## config.mk

```make
export PLATFORM = sky130hd
export DESIGN_NAME = checked_handle_table_core
export DESIGN_NICKNAME = d
export VERILOG_FILES = /design/src/design/chtbl_pkg.sv /design/src/design/chtbl_ram.sv /design/src/design/chtbl_state.sv /design/src/design/checked_handle_table_core.sv
export SDC_FILE = /design/constraint.sdc
export NUM_CORES = 2
export LEC_CHECK = 0
export BUFFER_PORTS_ARGS = -buffer_cell sky130_fd_sc_hd__buf_2
export CAP_MARGIN = 40
export CORE_MARGIN = 2
export CORE_UTILIZATION = 45
export CTS_CLUSTER_DIAMETER = 150
export CTS_CLUSTER_SIZE = 8
export DETAILED_ROUTE_END_ITERATION = 8
export HOLD_SLACK_MARGIN = 0.05
export PLACE_DENSITY = 0.63
export REMOVE_ABC_BUFFERS = 1
export SYNTH_ARGS = -nofsm -noshare
export SYNTH_HDL_FRONTEND = slang
export SYNTH_SLANG_ARGS = --single-unit
```

## constraint.sdc

```tcl
create_clock -name clk_i -period 16.4 [get_ports clk_i]
set_clock_uncertainty 0.2 [all_clocks]
set_input_delay 4.1 -clock clk_i [delete_from_list [all_inputs] [get_ports clk_i]]
set_output_delay 4.1 -clock clk_i [all_outputs]
set_load 0.01 [all_outputs]
```

## src/design/chtbl_pkg.sv

```systemverilog
// ----------------------------------------------------------------------------
// chtbl_pkg
// Shared types, sizes and helper functions for the checked handle table.
// ----------------------------------------------------------------------------
package chtbl_pkg;

  // Table geometry.
  localparam int unsigned TABLE_ENTRIES = 64;
  localparam int unsigned REF_BITS      = 16;
  localparam int unsigned IDX_W         = $clog2(TABLE_ENTRIES);
  localparam int unsigned TAG_W         = 32;
  localparam int unsigned HANDLE_W      = 32;

  // Widths of the result fields on the output stream.
  localparam int unsigned OUT_IDX_W = 6;
  localparam int unsigned OUT_REF_W = 16;

  // Saturation value of a reference count.
  localparam logic [REF_BITS-1:0] REF_MAX = '1;

  // Operation codes carried with each request.
  typedef enum logic [1:0] {
    MODE_CREATE  = 2'd0,
    MODE_GET     = 2'd1,
    MODE_PUT     = 2'd2,
    MODE_DESTROY = 2'd3
  } mode_e;

  // Life cycle of one entry.
  typedef enum logic [1:0] {
    ST_EMPTY   = 2'd0,
    ST_PENDING = 2'd1,
    ST_ACTIVE  = 2'd2
  } ent_state_e;

  // Result status codes.
  typedef enum logic [1:0] {
    RS_OK   = 2'd0,
    RS_BAD  = 2'd1,
    RS_FULL = 2'd2,
    RS_OVF  = 2'd3
  } status_e;

  // Tag and count of one entry as held in the entry memory.
  typedef struct packed {
    logic [TAG_W-1:0]    tag;
    logic [REF_BITS-1:0] refs;
  } ent_word_t;

  // Update of one entry's state, issued when a request completes.
  typedef struct packed {
    logic             we;
    logic [IDX_W-1:0] idx;
    ent_state_e       st;
  } st_upd_t;

  // What the state array shows to the execute logic.
  typedef struct packed {
    logic             any_empty;
    logic [IDX_W-1:0] free_idx;
    ent_state_e       st;
  } st_view_t;

  // Low bits of a reference count as reported on the output.
  function automatic logic [OUT_REF_W-1:0] refs_to_out(logic [REF_BITS-1:0] r);
    logic [31:0] w;
    w = 32'(r);
    return w[OUT_REF_W-1:0];
  endfunction

  // Low bits of an entry index as reported on the output.
  function automatic logic [OUT_IDX_W-1:0] idx_to_out(logic [IDX_W-1:0] i);
    logic [31:0] w;
    w = 32'(i);
    return w[OUT_IDX_W-1:0];
  endfunction

endpackage

```

## src/design/chtbl_ram.sv

```systemverilog
// ----------------------------------------------------------------------------
// chtbl_ram
// Simple dual-port RAM: one write port and one read port with registered data.
// ----------------------------------------------------------------------------
module chtbl_ram #(
  parameter int unsigned WIDTH = 8,
  parameter int unsigned DEPTH = 16
) (
  input  logic                     clk_i,
  input  logic                     we_i,
  input  logic [$clog2(DEPTH)-1:0] waddr_i,
  input  logic [WIDTH-1:0]         wdata_i,
  input  logic                     re_i,
  input  logic [$clog2(DEPTH)-1:0] raddr_i,
  output logic [WIDTH-1:0]         rdata_o
);

  logic [WIDTH-1:0] mem [DEPTH];

  // Write port.
  always_ff @(posedge clk_i) begin
    if (we_i) begin
      mem[waddr_i] <= wdata_i;
    end
  end

  // Read port; the data register holds while no read is requested.
  always_ff @(posedge clk_i) begin
    if (re_i) begin
      rdata_o <= mem[raddr_i];
    end
  end

endmodule

```

## src/design/chtbl_state.sv

```systemverilog
// ----------------------------------------------------------------------------
// chtbl_state
// Per-entry life-cycle state, lowest-free-entry search and indexed lookup.
// ----------------------------------------------------------------------------
module chtbl_state
  import chtbl_pkg::*;
(
  input  logic             clk_i,
  input  logic             rst_ni,
  input  st_upd_t          upd_i,
  input  logic [IDX_W-1:0] look_idx_i,
  output st_view_t         view_o
);

  ent_state_e st_q [TABLE_ENTRIES];

  // Every entry starts empty; a completed request may change one entry.
  always_ff @(posedge clk_i or negedge rst_ni) begin
    if (!rst_ni) begin
      for (int i = 0; i < TABLE_ENTRIES; i++) begin
        st_q[i] <= ST_EMPTY;
      end
    end else if (upd_i.we) begin
      st_q[upd_i.idx] <= upd_i.st;
    end
  end

  // Priority encoder: the lowest empty entry wins. The state of the entry
  // addressed by the request under execution is looked up alongside.
  always_comb begin
    view_o.any_empty = 1'b0;
    view_o.free_idx  = '0;
    view_o.st        = st_q[look_idx_i];
    for (int i = TABLE_ENTRIES - 1; i >= 0; i--) begin
      if (st_q[i] == ST_EMPTY) begin
        view_o.any_empty = 1'b1;
        view_o.free_idx  = IDX_W'(i);
      end
    end
  end

  // An update is visible on the following cycle.
  a_upd_lands: assert property (@(posedge clk_i) disable iff (!rst_ni)
    upd_i.we |=> st_q[$past(upd_i.idx)] == $past(upd_i.st))
    else $error("entry state update was not stored");

endmodule

```

## src/design/checked_handle_table_core.sv

```systemverilog
// ----------------------------------------------------------------------------
// checked_handle_table_core
// Table of checked handles with reference counts, one request per cycle while the receiver keeps up.
// ----------------------------------------------------------------------------
// Requests arrive on the s_axis channel: tuser carries the operation
// (create, get, put, destroy) and tdata the handle index, the handle check
// tag and the tag to store on create. Every request yields exactly one
// result on the m_axis channel: tuser carries the status and tdata the
// entry index, the entry tag, the released flag and the reference count.
// A request is taken into an input register while the entry memory is
// read; once the output register is free it executes, and its result is
// loaded into the output register, which offers it on m_axis.
// A new request can be accepted every cycle while the receiver takes
// results; a write to the same entry by the request just ahead is
// forwarded into the read path.
// When the receiver stalls, the output register holds its result, the
// input register keeps its request, and s_axis_tready drops once both
// are full. Reset marks every entry empty at once; stale memory contents
// behind an empty entry are never used, so no clearing pass is needed.
// ----------------------------------------------------------------------------
module checked_handle_table_core
  import chtbl_pkg::*;
(
  input  logic        clk_i,
  input  logic        rst_ni,
  input  logic        s_axis_tvalid,
  output logic        s_axis_tready,
  // [31:0] handle_index, [63:32] handle_check, [95:64] new_tag
  input  logic [95:0] s_axis_tdata,
  // [1:0] mode
  input  logic [1:0]  s_axis_tuser,
  output logic        m_axis_tvalid,
  input  logic        m_axis_tready,
  // [5:0] out_index, [37:6] out_check, [38] released, [54:39] ref_count,
  // [55] zero
  output logic [55:0] m_axis_tdata,
  // [1:0] status
  output logic [1:0]  m_axis_tuser
);

  // Input register.
  logic                s1_valid_q;
  mode_e               s1_mode_q;
  logic [HANDLE_W-1:0] s1_index_q;
  logic [TAG_W-1:0]    s1_check_q;
  logic [TAG_W-1:0]    s1_tag_q;
  logic                byp_q, byp_d;
  ent_word_t           byp_word_q;

  // Output register.
  logic                 out_valid_q;
  status_e              out_status_q, out_status_d;
  logic [OUT_IDX_W-1:0] out_index_q, out_index_d;
  logic [TAG_W-1:0]     out_check_q, out_check_d;
  logic                 out_rel_q, out_rel_d;
  logic [OUT_REF_W-1:0] out_refs_q, out_refs_d;

  logic s_accept;
  logic s1_fire;

  // Entry memory and state.
  logic             ram_we;
  logic [IDX_W-1:0] ram_waddr;
  ent_word_t        ram_wdata;
  ent_word_t        ram_rdata;
  st_upd_t          st_upd;
  st_view_t         st_view;

  // Entry as seen by the request under execution.
  ent_word_t           ent_word;
  logic [TAG_W-1:0]    ent_tag;
  logic [REF_BITS-1:0] ent_refs;
  logic [REF_BITS-1:0] refs_dec;
  logic                in_range;
  logic [IDX_W-1:0]    s1_idx;

  // Handshake: the input register moves on when the output is free.
  assign s1_fire       = s1_valid_q && (!out_valid_q || m_axis_tready);
  assign s_axis_tready = !s1_valid_q || s1_fire;
  assign s_accept      = s_axis_tvalid && s_axis_tready;

  // Forward a write to the entry that the incoming request reads.
  assign byp_d = ram_we && (ram_waddr == s_axis_tdata[IDX_W-1:0]);

  always_ff @(posedge clk_i or negedge rst_ni) begin
    if (!rst_ni) begin
      s1_valid_q <= 1'b0;
    end else if (s_axis_tready) begin
      s1_valid_q <= s_axis_tvalid;
    end
  end

  always_ff @(posedge clk_i) begin
    if (s_accept) begin
      s1_mode_q  <= mode_e'(s_axis_tuser);
      s1_index_q <= s_axis_tdata[31:0];
      s1_check_q <= s_axis_tdata[63:32];
      s1_tag_q   <= s_axis_tdata[95:64];
      byp_q      <= byp_d;
      byp_word_q <= ram_wdata;
    end
  end

  chtbl_ram #(
    .WIDTH($bits(ent_word_t)),
    .DEPTH(TABLE_ENTRIES)
  ) u_ram (
    .clk_i  (clk_i),
    .we_i   (ram_we),
    .waddr_i(ram_waddr),
    .wdata_i(ram_wdata),
    .re_i   (s_accept),
    .raddr_i(s_axis_tdata[IDX_W-1:0]),
    .rdata_o(ram_rdata)
  );

  assign s1_idx = s1_index_q[IDX_W-1:0];

  chtbl_state u_state (
    .clk_i     (clk_i),
    .rst_ni    (rst_ni),
    .upd_i     (st_upd),
    .look_idx_i(s1_idx),
    .view_o    (st_view)
  );

  // An empty entry reads as a zero tag and a zero count.
  assign ent_word = byp_q ? byp_word_q : ram_rdata;
  assign ent_tag  = (st_view.st != ST_EMPTY) ? ent_word.tag : '0;
  assign ent_refs = (st_view.st != ST_EMPTY) ? ent_word.refs : '0;
  assign refs_dec = ent_refs - REF_BITS'(1);
  assign in_range = s1_index_q < HANDLE_W'(TABLE_ENTRIES);

  // Execute: check the handle, update the entry and build the result.
  always_comb begin
    ram_we        = 1'b0;
    ram_waddr     = s1_idx;
    ram_wdata     = '{tag: ent_tag, refs: ent_refs};
    st_upd.we     = 1'b0;
    st_upd.idx    = s1_idx;
    st_upd.st     = st_view.st;
    out_status_d  = RS_BAD;
    out_index_d   = s1_index_q[OUT_IDX_W-1:0];
    out_check_d   = '0;
    out_rel_d     = 1'b0;
    out_refs_d    = '0;
    case (s1_mode_q)
      MODE_CREATE: begin
        if (!st_view.any_empty) begin
          out_status_d = RS_FULL;
          out_index_d  = '0;
        end else begin
          ram_we       = s1_fire;
          ram_waddr    = st_view.free_idx;
          ram_wdata    = '{tag: s1_tag_q, refs: REF_BITS'(1)};
          st_upd.we    = s1_fire;
          st_upd.idx   = st_view.free_idx;
          st_upd.st    = ST_ACTIVE;
          out_status_d = RS_OK;
          out_index_d  = idx_to_out(st_view.free_idx);
          out_check_d  = s1_tag_q;
          out_refs_d   = OUT_REF_W'(1);
        end
      end
      MODE_GET: begin
        if (in_range && st_view.st == ST_ACTIVE && ent_tag == s1_check_q) begin
          out_check_d = ent_tag;
          if (ent_refs == REF_MAX) begin
            out_status_d = RS_OVF;
            out_refs_d   = refs_to_out(ent_refs);
          end else begin
            ram_we       = s1_fire;
            ram_wdata    = '{tag: ent_tag, refs: ent_refs + REF_BITS'(1)};
            out_status_d = RS_OK;
            out_refs_d   = refs_to_out(ent_refs + REF_BITS'(1));
          end
        end
      end
      MODE_PUT, MODE_DESTROY: begin
        if (in_range && ent_tag == s1_check_q && ent_refs != '0) begin
          out_status_d = RS_OK;
          out_check_d  = ent_tag;
          st_upd.we    = s1_fire;
          if (refs_dec == '0) begin
            // Last reference gone: the entry is freed.
            st_upd.st = ST_EMPTY;
            out_rel_d = 1'b1;
          end else begin
            ram_we     = s1_fire;
            ram_wdata  = '{tag: ent_tag, refs: refs_dec};
            st_upd.st  = (s1_mode_q == MODE_DESTROY) ? ST_PENDING : st_view.st;
            out_refs_d = refs_to_out(refs_dec);
          end
        end
      end
      default: begin
        out_status_d = RS_BAD;
      end
    endcase
  end

  // Output register.
  always_ff @(posedge clk_i or negedge rst_ni) begin
    if (!rst_ni) begin
      out_valid_q <= 1'b0;
    end else if (!out_valid_q || m_axis_tready) begin
      out_valid_q <= s1_valid_q;
    end
  end

  always_ff @(posedge clk_i) begin
    if (s1_fire) begin
      out_status_q <= out_status_d;
      out_index_q  <= out_index_d;
      out_check_q  <= out_check_d;
      out_rel_q    <= out_rel_d;
      out_refs_q   <= out_refs_d;
    end
  end

  assign m_axis_tvalid = out_valid_q;
  assign m_axis_tuser  = out_status_q;
  assign m_axis_tdata  = {1'b0, out_refs_q, out_rel_q, out_check_q, out_index_q};

  // No entry changes unless a request completes.
  a_no_stray_write: assert property (@(posedge clk_i) disable iff (!rst_ni)
    !s1_fire |-> !ram_we && !st_upd.we)
    else $error("entry written without a completing request");

  // A released entry reports success with a zero count.
  a_release_result: assert property (@(posedge clk_i) disable iff (!rst_ni)
    out_valid_q && out_rel_q |-> out_status_q == RS_OK && out_refs_q == '0)
    else $error("released result with bad status or count");

  // Back pressure only when both registers are occupied and the sink stalls.
  a_ready_low: assert property (@(posedge clk_i) disable iff (!rst_ni)
    !s_axis_tready |-> s1_valid_q && out_valid_q && !m_axis_tready)
    else $error("request refused with room in the pipeline");

endmodule
```

======== After elaboration in Yosys (flattened, before gate mapping) ========
Memory sizes are Yosys's and may differ from the RTL's. A register that Yosys moved wholly into a read port is not among the register bits.
Index checks and enable logic that the tools add are counted.
storage, ports and cells
  memories ................................ 1
  memory bits (writable) .................. 3,072
  input port bits ......................... 102
  register bits ........................... 334
memory list
  name       depth  bits a word  rd ports  clocked after memory_dff  write ports  RTL line         RTL
  u_ram.mem  64     48           1         1                         1            chtbl_ram.sv:18  logic [WIDTH-1:0] mem [DEPTH];
operators by class
  $lt $le $gt $ge ......................... 4
  equal/unequal tests ..................... 7
  reduce and logical (&&, ||, !) cells .... 82
  mux-type cells .......................... 115
  bitwise gates (word level) .............. 2
  add/sub/neg operators ................... 2
operators by type and width
  kind                   number
  $mux 7                 64
  $mux 16                9
  $pmux 48 s3            1
  $logic_not 2->1        65
  $bwmux 128             1
  $mux 32                4
  $mux 48                2
  $pmux 32 s3            1
  $pmux 16 s3            1
  $eq 32x32->1           1
  $lt 32x7->1 const B    1
  $mux 6                 5
  $mux 2                 9
  $add 16x1->16 const B  1
  $eq 16x16->1 const B   1
  $logic_not 16->1       1
  $reduce_bool 16->1     1
  $sub 16x1->16 const B  1
  $ge 7x7->1 const B     2
  $not 6->7              2
  $bmux 2 s6             1
  $demux 2 s6            1
  $mux 1                 11
  $mux 9                 1
  14 further kinds       25

======== Longest topological paths before layout ========
  word-level depth ........................ 73
  mapped depth ............................ 27
  mapped depth without buffers ............ 19

======== Cells and area by module ========
From an unflattened synthesis, not the netlist that was laid out.
second synthesis, totals
  cells, all modules ...................... 6,430
  area total of the unflattened synthesis .. 134,646.6 sq um
modules (own cells, without submodules)
  module                     times used  cells each  area each (sq um)
  chtbl_ram                  1           4,970       117,597.8
  checked_handle_table_core  1           833         9,829.4
  chtbl_state                1           627         7,219.4

======== Worst setup path before layout ========
OpenSTA, ideal clock, no wires.
  path kind ............................... input port to flip-flop
  start ................................... input port m_axis_tready
  end ..................................... register byp_q, enable pin
  library setup time ...................... 0.580 ns
  arrival ................................. 8.768 ns
  data required time ...................... 15.620 ns
  path slack .............................. 6.852 ns
  stages .................................. 2
  cell sequence ........................... nand3b_1 and2_1
on the way
  longest elaborated chain between the ends .. 4
RTL lines
  element               RTL line                         RTL
  start, declared       checked_handle_table_core.sv:33  input logic m_axis_tready,
  $logic_or 1x1->1      checked_handle_table_core.sv:78  assign s1_fire = s1_valid_q && (!out_valid_q || m_axis_tready);
  $logic_and 1x1->1     checked_handle_table_core.sv:78
  $logic_or 1x1->1      checked_handle_table_core.sv:79  assign s_axis_tready = !s1_valid_q || s1_fire;
  $logic_and 1x1->1     checked_handle_table_core.sv:80  assign s_accept = s_axis_tvalid && s_axis_tready;
  named net s_accept    checked_handle_table_core.sv:58  logic s_accept;
  end signal, assigned  checked_handle_table_core.sv:99  byp_q <= byp_d;
  end, declared         checked_handle_table_core.sv:47  logic byp_q, byp_d;
The timed path passes the listed nets, and every way through them passes these cells.
A chain may end at the register's enable or synchronous reset.

======== Final worst setup path ========
  start ................................... register s1_index_q[0]
  end ..................................... memory u_ram.mem[20][12] in the netlist's numbering, enable pin
on the way
  longest elaborated chain between the ends .. 13
  elaborated cells between the ends (all ways) .. 27
  classes of those cells .................. 1 x add/sub; 1 x order compare; 3 x eq/ne; 14 x mux; 1 x bitwise; 7 x reduce/logical
RTL lines
  element                                                       RTL line                                                                                              RTL
  start, declared                                               checked_handle_table_core.sv:44                                                                       logic [HANDLE_W-1:0] s1_index_q;
  start signal, assigned                                        checked_handle_table_core.sv:96                                                                       s1_index_q <= s_axis_tdata[31:0];
  $not 6->7 (implied by the code)                               chtbl_state.sv:33                                                                                     view_o.st = st_q[look_idx_i];
  $bmux 2 s6                                                    chtbl_state.sv:33
  $mux 2 (implied by the code) (2 in a row)                     chtbl_state.sv:33
  $reduce_bool 2->1                                             checked_handle_table_core.sv:129, checked_handle_table_core.sv:130
  $mux 16 / $mux 32 (equally long branches)                     checked_handle_table_core.sv:130, checked_handle_table_core.sv:129
  $sub 16x1->16 / $eq 32x32->1 (equally long branches)          checked_handle_table_core.sv:131, checked_handle_table_core.sv:166, checked_handle_table_core.sv:180
  $logic_not 16->1 / $logic_and 1x1->1 (equally long branches)  checked_handle_table_core.sv:184, checked_handle_table_core.sv:180
  $mux 1 / $logic_and 1x1->1 (equally long branches)            checked_handle_table_core.sv:184, checked_handle_table_core.sv:180
  $mux 1                                                        checked_handle_table_core.sv:180                                                                      if (in_range && ent_tag == s1_check_q && ent_refs != '0) begin
  $pmux 1 s3                                                    checked_handle_table_core.sv:147                                                                      case (s1_mode_q)
  $mux 1                                                        chtbl_ram.sv:22                                                                                       if (we_i) begin
  $mux 1 (implied by the code)                                  chtbl_ram.sv:23                                                                                       mem[waddr_i] <= wdata_i;
  end, declared                                                 chtbl_ram.sv:18
Parallel ways exist; a longest one is shown, timed or not. The select of a mux whose other input is x is not followed.

==> impl_metrics.py <==
metrics = {
    "floorplan": {
        "num_rows": 200,
        "die_area_sq_um": 304000,
        "die_y_um": 551,
        "die_w_um": 551,
        "start_util_pct": 45.3,
        "core_sq_um": 297000,
        "ios": 162,
    },
    "critical_path": {
        "crit_slowest_cell": "nor2_4",
        "cp_max_fo": 51,
        "worst_setup_path_end_kind": "flop",
        "critPathMaxStageDelay_ps": 690,
        "required_ps": 16760,
        "crit_top_cell": "buf_4",
        "crit_type": "reg2reg",
        "cp-start-kind": "flop",
        "arrival_ps": 9610,
        "crit_chain": "buf_4 -> mux4_2 -> a22oi_1 -> a21oi_1 -> nor4_4 -> buf_4 -> and2_4 -> nor2_1 -> inv_1 -> ha_1 -> nor3_1 -> o31ai_1 -> o311ai_0 -> nand4b_1 -> a2111oi_2 -> nand2_1 -> and3_1 -> nand3_2 -> o211ai_2 -> nand3_2 -> buf_12 -> nor2_4 -> buf_4",
    },
    "sta": {
        "fin_tns_setup_ps": 0,
        "tightest_slew_ps": 1170,
        "fmax_mhz": 108,
        "maxSlewHeadroom_pct": 22.0,
        "finalHoldViolCount": 0,
        "min_period_over_period_pct": 56.3,
        "post-route-worst-setup-slack_ps": 7160,
        "whs_ps": 291,
        "rsz0062_at_grt": "false",
        "maxSlewViolCount": 0,
        "fin_crit_ps": 9240,
        "setup_viol": 0,
    },
    "power": {
        "ir_drop_v": 0.0000987,
        "power_leakage_uw": 0.0508,
        "p_clk_share_pct": 43.7,
        "p_seq_share_pct": 50.5,
        "switchingPower_uw": 4290,
        "swShare_pct": 21.9,
        "p_per_area_nw_per_um2": 126,
        "combPwrFrac_pct": 5.8,
        "power.internal_uw": 15300,
    },
    "synthesis": {
        "netlist_area_sq_um": 135000,
        "ys.flop_type": "edfxtp_1",
        "synth_cell_types": 77,
        "async_flop_share_pct": 3.76,
        "synth_area_per_cell_sq_um": 22.8,
        "synth_edf_count": 3324,
        "synthTopCellsByArea": "edfxtp_1 74%, mux4_2 17%, dfrtp_1 2.4%",
        "synth-seq-area-share_pct": 76.5,
        "syn-instance-count": 5902,
        "ys_warn_count": 0,
        "yosysTopAreaCellShare_pct": 74.1,
        "yosys_register_bits": 3454,
        "synth_area_leader_cell": "edfxtp_1",
    },
    "grt": {
        "grt_pass1_vias": 67009,
        "grt_antenna_before_repair": 39,
        "grt_pass1_wl_um": 517000,
        "grt.overflow.total": 0,
        "grt_max_degree": 124,
        "grt_util_all_layers_pct": 24.2,
    },
    "routing": {
        "vias": 66996,
        "drc": 0,
        "ant_nets": 0,
        "drt-initial-drc-count": 9384,
        "drt_first_pass_iters": 6,
        "drt_wl_total_um": 368000,
        "wire_per_inst_um": 35.1,
        "via_per_inst": 6.38,
    },
    "cts": {
        "insertion_delay_ps": 970,
        "path_clk_slew_ps": 50,
        "post_cts_buffers": 0,
        "cts.sink_count": 3454,
        "holdBufCountCts": 0,
        "ctsLongestPathBuffers": 4,
        "cts_resized": 0,
        "cts_htree_levels": 5,
        "cts_tree": "done",
        "root_buffer": "clkbuf_16",
        "cts_buffers": 470,
    },
    "layout": {
        "drive_gt1_share_pct": 33.7,
        "fin_nets": 6590,
        "area_growth_pct": 15.6,
        "fillers": 22599,
        "final_cell_mix": "3324 x edfxtp_1, 1040 x mux4_2, 472 x clkbuf_16",
        "final_common_cell": "edfxtp_1",
    },
    "placed_design": {
        "gp_congestion": 0.856,
        "port_buffers": 160,
        "dp_hpwl_um": 219000,
        "pre_cts_slack_ps": 7250,
    },
    "worst_hold_path": {
        "min_path_type": "reg2reg",
    },
    "status": {
        "status": "finished clean",
    },
    "run": {
        "drv_cap": 0,
    },
}
==> critical path, delay by kind of cell, from the launching register on <==
kind	cells	cell delay, ps
compound gates	6	1210
fa+ha+maj	1	590
buf+inv	5	2140
flops	1	320
mux	1	620
simple gates	10	3560
==> area by class of cell <==
class | instances | area (sq um) | area share, %
Multi-Input combinational cell | 2135 | 31500 | 20.2
Antenna cell | 13 | 32.5 | 0.0209
Timing Repair Buffer | 414 | 3670 | 2.36
Tap cell | 3939 | 4930 | 3.16
Clock inverter | 27 | 572 | 0.367
Clock buffer | 508 | 11900 | 7.67
Sequential cell | 3454 | 103000 | 66.2
Inverter | 9 | 36.3 | 0.0233
==> through the flow <==
step	util (%)	cell area, sq um	power [uW]	cells
after floorplan	-	133000	10600	5598
after global placement	47.7	142000	11100	9884
after detailed placement	48.2	143000	11200	9950
after CTS	52.4	156000	19700	10485
after global routing	52.4	156000	20100	10487
final	52.4	156000	19600	10499
==> cell families after synthesis <==
group | share of synthesized area [%]
other cells | 0.00278
xor+xnor | 0.254
fa+ha+maj | 0.0372
compound gates | 1.91
simple gates | 1.96
flops | 76.5
mux | 18.4
buf+inv | 0.924
==> sequential cells by signal, summed over array words and instances (netlist names), 16 cells and up <==
signal         count
u_state.st_q     128
s1_check_q        32
u_ram.mem       3072
s1_index_q        32
s1_tag_q          32
byp_word_q        48
u_ram.rdata_o     48
out_refs_q        16
out_check_q       32
==> cell usage after synthesis, types with 9 or more instances <==
cell type and instances:
and2_1 11, nand4_1 16, mux2_1 11, buf_2 22, xnor2_1 18, edfxtp_1 3324, xor2_1 21, inv_1 9
or3_1 10, nand2_1 115, o22ai_1 51, a2bb2oi_1 53, nor2_1 220, o21bai_1 17, nor3_1 27, buf_1 72
nor4_1 19, o21ai_0 80, or2_2 20, o32ai_1 12, dfrtp_1 130, mux4_2 1040, a21oi_1 56, nand3_1 23
mux2_2 68, a22oi_1 26, clkbuf_1 201, and3_1 17, o21ai_1 17, or3b_2 9, mux2i_1 46
==> worst paths after layout <==
path	start	end	slack (ps)	cells past startpoint
min reg2reg	s1_valid_q	m_axis_tvalid	290	1
max in group asynchronous	rst_ni	u_state.st_q[3]	11720	3
min in group asynchronous	rst_ni	u_state.st_q[81]	3020	1
max reg2reg	s1_index_q[0]	u_ram.mem[20][12]	7160	23
max	s1_index_q[0]	u_ram.mem[20][12]	7160	23
min	s1_valid_q	m_axis_tvalid	290	1
==> per-layer routing <==
layer | global-route usage [%] | up-vias | share of wire (%)
met5 | 0 | - | 0.0022
met4 | 6.15 | 2 | 2.5
met3 | 5.64 | 509 | 10
met2 | 37.4 | 3641 | 47
met1 | 35.0 | 36587 | 40
li1 | - | 26257 | -
==> power by group through the flow <==
stage / sequential [uW] / combinational [uW] / clock, uW
2_1_floorplan: 10100 / 525 / 0
3_3_place_gp: 10000 / 1100 / 0
3_5_place_dp: 10000 / 1140 / 0
4_1_cts: 9880 / 1140 / 8680
5_1_grt: 9880 / 1200 / 9030
6_report: 9890 / 1140 / 8560
Note: power is estimated with default switching activity, not from simulation.
